<file path="src/design/swps_pkg.sv">
// Shared types and constants of the sliding-window pair-sum checker.
`default_nettype none

package swps_pkg;

	localparam int VALUE_W = 63;
	localparam int CFG_W = 6;
	localparam logic [CFG_W-1:0] LEN_RESET = 6'd25;
	localparam int LEN_MIN = 2;

	typedef enum logic [1:0] {
		ST_IDLE,
		ST_SEARCH,
		ST_SETTLE,
		ST_EMIT
	} state_t;

	typedef struct packed {
		logic search;
		logic rotate;
		logic shift_in;
	} win_cmd_t;

endpackage

`default_nettype wire

</file>
<file path="src/design/swps_ctrl.sv">
// Sequencer, configuration register and result register of the pair-sum checker.
`default_nettype none

module swps_ctrl #(
	parameter int MAX_WINDOW = 32,
	localparam int CNT_W = $clog2(MAX_WINDOW + 1)
) (
	input  wire                           clk,
	input  wire                           arst_n,
	input  wire                           cfg_we,
	input  wire [swps_pkg::CFG_W-1:0]     cfg_wdata,
	input  wire                           in_valid,
	output logic                          in_stall,
	input  wire [swps_pkg::VALUE_W-1:0]   value,
	output logic                          out_valid,
	input  wire                           out_stall,
	output logic                          checked,
	output logic                          has_pair,
	output logic                          first_invalid,
	output logic [swps_pkg::VALUE_W-1:0]  value_out,
	input  wire                           hit_any,
	output swps_pkg::win_cmd_t            cmd,
	output logic [CNT_W-1:0]              len,
	output logic [swps_pkg::VALUE_W-1:0]  target
);
	import swps_pkg::*;

	localparam int WIDE_W = (CNT_W > CFG_W) ? CNT_W : CFG_W;

	state_t state_q, state_d;
	logic [CFG_W-1:0] window_len_q;
	logic [CNT_W-1:0] fill_q;
	logic [CNT_W-1:0] step_q;
	logic failure_q;
	logic found_q;
	logic checked_q;
	logic [VALUE_W-1:0] value_q;
	logic out_valid_q;
	logic checked_out_q;
	logic pair_out_q;
	logic first_out_q;
	logic [VALUE_W-1:0] value_out_q;
	logic [WIDE_W-1:0] len_wide;
	logic accept;
	logic out_free;
	logic emit;

	// Out-of-range lengths are clamped to the supported window.
	assign len_wide = WIDE_W'(window_len_q);
	always_comb begin
		if (len_wide < WIDE_W'(LEN_MIN)) begin
			len = CNT_W'(LEN_MIN);
		end else if (len_wide > WIDE_W'(MAX_WINDOW)) begin
			len = CNT_W'(MAX_WINDOW);
		end else begin
			len = len_wide[CNT_W-1:0];
		end
	end

	assign out_free = !out_valid_q || !out_stall;
	assign accept = in_valid && (state_q == ST_IDLE);

	always_comb begin
		state_d = state_q;
		unique case (state_q)
			ST_IDLE: begin
				if (in_valid) begin
					state_d = (fill_q >= len) ? ST_SEARCH : ST_EMIT;
				end
			end
			ST_SEARCH: begin
				if (step_q == len - CNT_W'(1)) begin
					state_d = ST_SETTLE;
				end
			end
			ST_SETTLE: begin
				state_d = ST_EMIT;
			end
			ST_EMIT: begin
				if (out_free) begin
					state_d = ST_IDLE;
				end
			end
			default: begin
				state_d = ST_IDLE;
			end
		endcase
	end

	always_comb begin
		in_stall = 1'b1;
		cmd = '0;
		emit = 1'b0;
		unique case (state_q)
			ST_IDLE: begin
				in_stall = 1'b0;
			end
			ST_SEARCH: begin
				cmd.search = 1'b1;
				cmd.rotate = 1'b1;
			end
			ST_SETTLE: begin
			end
			ST_EMIT: begin
				emit = out_free;
				cmd.shift_in = out_free;
			end
			default: begin
			end
		endcase
	end

	always_ff @(posedge clk or negedge arst_n) begin
		if (!arst_n) begin
			state_q <= ST_IDLE;
			window_len_q <= LEN_RESET;
			fill_q <= '0;
			step_q <= '0;
			failure_q <= 1'b0;
			found_q <= 1'b0;
			checked_q <= 1'b0;
			out_valid_q <= 1'b0;
		end else begin
			state_q <= state_d;
			if (cfg_we) begin
				window_len_q <= cfg_wdata;
			end
			if (accept) begin
				checked_q <= (fill_q >= len);
				found_q <= 1'b0;
				step_q <= '0;
			end
			// Compare results are registered in the window before they reach found, hence the settle state.
			if ((state_q == ST_SEARCH) || (state_q == ST_SETTLE)) begin
				found_q <= found_q | hit_any;
			end
			if (state_q == ST_SEARCH) begin
				step_q <= step_q + CNT_W'(1);
			end
			if (emit) begin
				out_valid_q <= 1'b1;
				if (checked_q && !found_q) begin
					failure_q <= 1'b1;
				end
				if (fill_q != CNT_W'(MAX_WINDOW)) begin
					fill_q <= fill_q + CNT_W'(1);
				end
			end else if (!out_stall) begin
				out_valid_q <= 1'b0;
			end
		end
	end

	always_ff @(posedge clk) begin
		if (accept) begin
			value_q <= value;
		end
		if (emit) begin
			checked_out_q <= checked_q;
			pair_out_q <= checked_q && found_q;
			first_out_q <= checked_q && !found_q && !failure_q;
			value_out_q <= value_q;
		end
	end

	assign target = value_q;
	assign out_valid = out_valid_q;
	assign checked = checked_out_q;
	assign has_pair = pair_out_q;
	assign first_invalid = first_out_q;
	assign value_out = value_out_q;

endmodule

`default_nettype wire

</file>
<file path="config.mk">
export PLATFORM = sky130hd
export DESIGN_NAME = swps_ctrl
export DESIGN_NICKNAME = d
export VERILOG_FILES = /design/src/design/swps_pkg.sv /design/src/design/swps_ctrl.sv
export SDC_FILE = /design/constraint.sdc
export NUM_CORES = 1
export LEC_CHECK = 0
export BUFFER_PORTS_ARGS = -buffer_cell sky130_fd_sc_hd__clkbuf_2
export CORE_ASPECT_RATIO = 2
export CORE_MARGIN = 4
export CORE_UTILIZATION = 48
export DETAILED_ROUTE_END_ITERATION = 8
export PLACE_DENSITY = 0.79
export SETUP_SLACK_MARGIN = 0.2
export SLEW_MARGIN = 30
export SYNTH_ARGS = -nofsm -noshare
export SYNTH_HDL_FRONTEND = slang
export SYNTH_SLANG_ARGS = --single-unit
</file>
<file path="constraint.sdc">
create_clock -name clk -period 6.9 [get_ports clk]
set_input_delay 0 -clock clk [delete_from_list [all_inputs] [get_ports clk]]
set_output_delay 0 -clock clk [all_outputs]
set_load 0.02 [all_outputs]
</file>
==> reports/results.ini, run 1 <==
[outcome]
status = finished, final reports clean

[setup_path]
worstPathArrival_ns = 2.89
timing.rr.end = state_q[1]
worst-r2r-setup-slack_ns = 4.30
worst_r2r_startpoint = len_wide[3]
start_kind = register
crit_fanout = 8
crit_required_ns = 7.19
cp-end-kind = register
crit_type = reg2reg
rr_worst_depth = 9

[timing]
fin_skew_ns = 0.00953
fin_crit_sh_pct = 37.6
grt_setup_unrepaired = no
period_needed_ns = 2.60
relSlewSlack_pct = 40.7
setup_viol = 0
hold_viol = 0
fmax_mhz = 385
drv_slew = 0
worst_pin_slew_ns = 0.889
tns_ns = 0

[cts]
post_cts_buffers = 0
root_buffer = clkbuf_16
ctsHtreeMaxLevel = 4
clkTransAtPathRegs_ns = 0.06
clkLatencyLatePin_ns = 0.41
cts_tree = built
cts_buffers = 17
cts_buffer_depth = 2
cts_sinks = 153

[place]
numPlacedInstances = 632
post-dp-hpwl_um = 8940
placed_area_mm2 = 0.00663
gp_congestion = 0.794
port_buffers = 214

[layout]
instances_no_fill = 744
fin_nets = 681
n_antenna_cell = 0
drive_above_1_share_pct = 43.9
stdcell_area_mm2 = 0.00803
area_delta_synth_final_pct = 49.3

[synth]
synth.avg_cell_area_um2 = 19.1
syn_inst = 281
synth_edf_count = 129
synthFlopType = edfxtp_1
netlist_area_mm2 = 0.00538
async_reset_ff_share_pct = 15.7
synth_seq_area_share_pct = 83.3
syn_nets = 371
yosys_warnings = 0
synth_cell_types = 42
synth-seq-cells = 153

[route]
firstDrtPassIters = 4
drt_iter0_drc = 120
vias = 3607
drc = 0
via_per_inst = 4.85
wirelength_um = 14000
wl_per_cell_um = 18.8
ant_nets = 0

[power_and_ir_drop]
finalPower_mw = 3.22
pwr-share-comb_pct = 26.7
pwr_density_cell_mw_per_mm2 = 401
pwr-share-clk_pct = 29.0
p_sw_mw = 1.08
p_seq_share_pct = 44.3
p_leak_nw = 3.43
p_sw_share_pct = 33.6
intPower_mw = 2.14
vdd_drop_max_uv = 233

[min_path]
hp-class = in2async

[grt]
grt_max_degree = 72
antenna_found_initial = 0
gr-total-overflow = 0
grt_pass1_wl_um = 21300
grt_usage_pct = 21.5
grt_pass1_vias = 3797

[floorplan]
die_area_mm2 = 0.0131
design.core.area_mm2 = 0.0109
die-height_um = 158
io_pins = 215
rows = 54
start_util_pct = 49.1
fp.dieW_um = 82.9

[flow_run]
timing.max_cap.violations = 0

-- synth_stat cells, types with 2 or more instances --
cell type,n,area (µm²)
xor2_1,2,17.5
mux2i_1,5,50.1
clkbuf_1,2,7.51
a21oi_1,7,35.0
nor2_1,7,26.3
o21ai_0,10,50.1
buf_4,2,15.0
nor3_1,3,15.0
ha_1,15,188
o21a_1,2,15.0
mux2_2,5,56.3
edfxtp_1,129,3870
inv_1,13,48.8
nand2_1,15,56.3
xnor2_1,9,78.8
dfrtp_1,21,526
nand4_1,4,25.0
nand3_1,3,15.0
a21o_1,2,15.0
dfstp_2,3,78.8
-- layout by cell type (no fill, tap or decap), types with 2 or more instances in the layout --
cell           instances
inv_8                  4
mux2i_1                5
nor3_1                 3
o21ai_0               10
a21o_1                 2
ha_1                  15
clkbuf_16             17
dlygate4sd3_1         80
nor2_1                 7
dfstp_2                3
inv_6                  4
inv_1                 12
nand4_1                4
a21oi_1                7
o21a_1                 2
mux2_2                 5
inv_2                  2
edfxtp_1             129
nand2_1               15
buf_4                  2
dfrtp_1               21
xor2_1                 2
clkbuf_2             214
bufinv_16              2
clkinv_4               3
nand3_1                3
xnor2_1                9
-- worst max-delay path, stage by stage (launching register included) --
cell       delay (ns)
dfstp_2          0.60
nor3_1           0.08
o21ai_0          0.36
ha_1             0.29
nand4bb_1        0.12
a21oi_1          0.20
nor3_1           0.07
o31ai_1          0.29
nand3_2          0.16
mux2_4           0.31
-- routing by layer --
metal	routed length (µm)	GRT usage, %
met4	250	7.79
met2	8450	42.1
met5	0	0
met3	583	4.58
met1	4690	22.1
-- metrics by stage --
stage               hold slack (ns)  utilization (%)  setup slack [ns]
floorplan                    -0.296                -              1.92
global placement             0.0346             60.5              4.47
detailed placement           0.0433             60.5              4.34
CTS                           0.144             73.4              4.33
global route                  0.186             73.4              4.07
finish                        0.132             73.4              4.30
-- how the worst max path moves through the flow --
| stage | start | to | cells after the start |
|---|---|---|---|
| global route | len_wide[3] | state_q[1] | 9 |
| finish | len_wide[3] | state_q[1] | 9 |
| global placement | len_wide[3] | state_q[1] | 9 |
| floorplan | state_q[1] | fill_q[2] | 6 |
| CTS | len_wide[3] | state_q[1] | 9 |
| detailed placement | len_wide[3] | state_q[1] | 9 |
-- cell type report --
class	count	area, µm²
multi-input cells	109	833
clock buffers	17	425
fillers	708	2920
flip-flops and latches	153	4480
inverters	14	52.6
well taps	140	175
clock inverters	15	178
repair buffers	296	1890
-- logic make-up after synthesis --
| family | share of synthesized area (%) |
|---|---|
| fa+ha+maj | 3.49 |
| simple gates | 4.07 |
| xor+xnor | 1.79 |
| compound gates | 3.68 |
| flops | 83.3 |
| buf+inv | 1.47 |
| mux | 2.26 |
-- power groups by stage --
| stage | Sequential [mW] | Combinational (mW) | Clock [mW] |
|---|---|---|---|
| global placement | 1.42 | 0.791 | 0 |
| finish | 1.42 | 0.860 | 0.934 |
| detailed placement | 1.43 | 0.817 | 0 |
| CTS | 1.42 | 0.861 | 0.944 |
| global route | 1.45 | 0.922 | 0.995 |
| floorplan | 1.65 | 0.312 | 0 |
-- sequential cells by signal (all words and copies together), names as in the netlist --
signal         count
checked            1
checked_q          1
failure_q          1
fill_q             6
first_invalid      1
found_q            1
has_pair           1
len_wide           6
out_valid          1
state_q            2
step_q             6
target            63
value_out         63
-- repair_timing --
item                      CTS  global route
hold endpoints to repair   97             0
hold buffers               80             0
gates resized for setup     0             0
Note: power is estimated with default switching activity, not from simulation.
==> run 2: changes to the inputs <==
Settings changed: ABC_AREA set to 1.
Clock period 6.9 ns to 2.55 ns, I/O delays scaled along.
==> reports/results.ini, run 2 <==
[synth]
synth_seq_area_share_pct = 82.6  ; -0.69 points
yosys-top-cells-area = edfxtp_1 (71%), dfrtp_1 (9.7%), ha_1 (3.5%)
syn_nets = 412  ; +11%
async_reset_ff_share_pct = 15.7  ; unchanged
syn_inst = 322  ; +15%
yosys_warnings = 0  ; unchanged
synth_cell_types = 31  ; -26%
netlist_area_mm2 = 0.00542  ; +0.84%
yosys.cell_count.top_type = edfxtp_1
synth.avg_cell_area_um2 = 16.8  ; -12%
synth-seq-cells = 153  ; unchanged
synth_area_leader_cell = edfxtp_1
yosysTopAreaCellShare_pct = 71.4  ; -0.60 points
synth_common_cells = edfxtp_1 (129), inv_1 (35), nand2_1 (33)
synthFlopType = edfxtp_1
synth_edf_count = 129  ; unchanged

[grt]
gr-total-overflow = 0  ; unchanged
grt_pass1_vias = 4154  ; +9.4%
grt_max_degree = 40  ; -44%
grt_usage_pct = 22.1  ; +0.61 points
grt_pass1_wl_um = 21900  ; +2.7%
antenna_found_initial = 0  ; unchanged

[layout]
fin_nets = 728  ; +6.9%
instances_no_fill = 792  ; +6.5%
drive_above_1_share_pct = 41.0  ; -2.9 points
multi_input_area_um2 = 795  ; -4.7%
mostFrequentLayoutCell = clkbuf_2
area_delta_synth_final_pct = 51.0
fillers = 662  ; -6.5%
ff_latch_area_mm2 = 0.00448  ; unchanged
final_cell_mix = clkbuf_2 (214), edfxtp_1 (129), dlygate4sd3_1 (83)

[timing]
fin_hold_ws_ns = 0.0425  ; -0.0891 ns
fin_skew_ns = 0.00850  ; -0.00103 ns
setup_viol = 0  ; unchanged
worst_pin_slew_ns = 0.611  ; -0.278 ns
fmax_mhz = 460  ; +19%
relSlewSlack_pct = 59.3  ; +19 points
grt_setup_unrepaired = no
period_needed_ns = 2.18  ; -0.421 ns
fin_crit_sh_pct = 85.3  ; +48 points
hold_viol = 0  ; unchanged
drv_slew = 0  ; unchanged

[setup_path]
startpoint = len_wide[0]
worstPathArrival_ns = 2.47  ; -0.42 ns
cp_common_cell = nand2_1
timing.rr.end = state_q[1]
worst-r2r-setup-slack_ns = 0.37  ; -3.93 ns
worst_r2r_startpoint = len_wide[0]
slowest_stage = dfstp_2
rr_worst_depth = 14  ; +5
crit_required_ns = 2.84  ; -4.35 ns
start_kind = register
crit_fanout = 3  ; -5
crit_type = reg2reg
max_stage_delay_ns = 0.51  ; -0.09 ns
path_cells = inv_1 > nor2_1 > nand2_1 > ha_1 > xor2_1 > nand2_1 > nor2_1 > o21ai_1 > nor2_1 > nand3_1 > nand2_2 > nand2_2 > nand2_1 > nand2_1
cp-end-kind = register

[power_and_ir_drop]
p_sw_share_pct = 32.3  ; -1.3 points
pwr_density_cell_mw_per_mm2 = 1080  ; +170%
pwr-share-comb_pct = 26.2  ; -0.5 points
p_seq_share_pct = 42.9  ; -1.4 points
pwr-share-clk_pct = 30.9  ; +1.9 points
p_leak_nw = 3.58  ; +4.3%
vdd_drop_max_uv = 651  ; +180%
intPower_mw = 5.98  ; +180%
p_sw_mw = 2.85  ; +160%

[floorplan]
design.core.area_mm2 = 0.0110  ; +0.62%
die-height_um = 158  ; +0.40%
start_util_pct = 49.3  ; +0.11 points
rows = 54  ; unchanged
die_area_mm2 = 0.0132  ; +0.77%
io_pins = 215  ; unchanged
fp.dieW_um = 83.2  ; +0.37%

[route]
wl_per_cell_um = 18.0  ; -4.0%
drc = 0  ; unchanged
wirelength_um = 14300  ; +2.2%
drt_iter0_drc = 129  ; +7.5%
vias = 3828  ; +6.1%
firstDrtPassIters = 4  ; unchanged
ant_nets = 0  ; unchanged
via_per_inst = 4.83  ; -0.30%

[cts]
postCtsResizedCells = 0  ; unchanged
cts_hold_buf = 83  ; +3.8%
cts_buffer_depth = 2  ; unchanged
cts_tree = built
root_buffer = clkbuf_16
cts_sinks = 153  ; unchanged
clkLatencyLatePin_ns = 0.41  ; about the same
ctsHtreeMaxLevel = 4  ; unchanged
post_cts_buffers = 0  ; unchanged
cts_buffers = 17  ; unchanged
clkTransAtPathRegs_ns = 0.06  ; about the same

[place]
numPlacedInstances = 676  ; +7.0%
gp_congestion = 0.752  ; -5.2%
post-dp-hpwl_um = 9330  ; +4.4%
port_buffers = 214  ; unchanged

[flow_run]
timing.max_cap.violations = 0  ; unchanged

[min_path]
hold_depth = 5
hp-class = in2reg
holdPathEnd = state_q[0]
hold_path_startpoint = in_valid

[outcome]
status = finished, final reports clean

-- run 2: cell types whose count changed after synthesis, sizes merged, moves of 5 or more --
cell | before | now
o21ai | 10 | 16
nor2 | 7 | 15
nand3 | 4 | 14
inv | 14 | 36
nand2 | 15 | 40
mux2 | 6 | 1
mux2i | 5 | 0
xnor2 | 9 | 4
-- run 2: layout make-up --
class,count,area share [%]
Antenna cell,1,0.0305
Clock buffer,19,5.28
Clock inverter,13,2.61
Inverter,36,1.70
Multi-Input combinational cell,129,9.70
Sequential cell,153,54.7
Tap cell,140,2.14
Timing Repair Buffer,301,23.9
-- run 2: cells by family after synthesis --
| group | count (synthesis) | synth area share (%) |
|---|---|---|
| flip-flops | 153 | 82.6 |
| AND/OR/NAND/NOR | 76 | 6.23 |
| buffers and inverters | 40 | 3.00 |
| AO/OA/AOI/OAI | 29 | 3.25 |
| adder cells (fa/ha/maj) | 15 | 3.46 |
| XOR/XNOR | 8 | 1.29 |
| multiplexers | 1 | 0.208 |
-- run 2: how the worst max path moves through the flow --
stage                 endpoint  slack, ns
finish              state_q[1]       0.37
global route        state_q[1]       0.21
CTS                 state_q[1]       0.39
detailed placement  state_q[1]       0.41
global placement    state_q[0]       0.54
floorplan            fill_q[5]      -0.13
-- run 2: power groups by stage --
stage                     clock, mW  combinational [mW]  sequential (mW)
after global routing           2.88                2.51             3.85
after floorplan                   0               0.843             4.32
after detailed placement          0                2.20             3.82
after global placement            0                2.12             3.78
final                          2.72                2.31             3.79
after CTS                      2.75                2.33             3.78
-- run 2: per-layer routing --
layer	vias to the layer above	wire, µm	part of all wire, %	track usage, %
li1	1786	-	-	-
met1	1883	4630	32	21.0
met2	135	8650	61	43.8
met3	24	642	4.5	5.49
met4	0	362	2.5	9.82
met5	-	0	0	0
-- run 2: per-stage QoR --
step	setup TNS (ns)	worst slack (ns)	util, %	cell area (µm²)	power [mW]
global route	0	0.213	74.4	8190	9.24
finish	0	0.374	74.4	8190	8.83
CTS	0	0.394	74.4	8190	8.86
detailed placement	0	0.411	61.0	6710	6.02
floorplan	-0.254	-0.128	-	5440	5.16
global placement	0	0.542	61.0	6710	5.90
-- run 2: worst max-delay path: cells and delay by family, from the launching register on --
kind | cells | cell delay, ns
simple gates | 10 | 0.92
flops | 1 | 0.51
fa+ha+maj | 1 | 0.32
xor+xnor | 1 | 0.17
compound gates | 1 | 0.07
buf+inv | 1 | 0.06
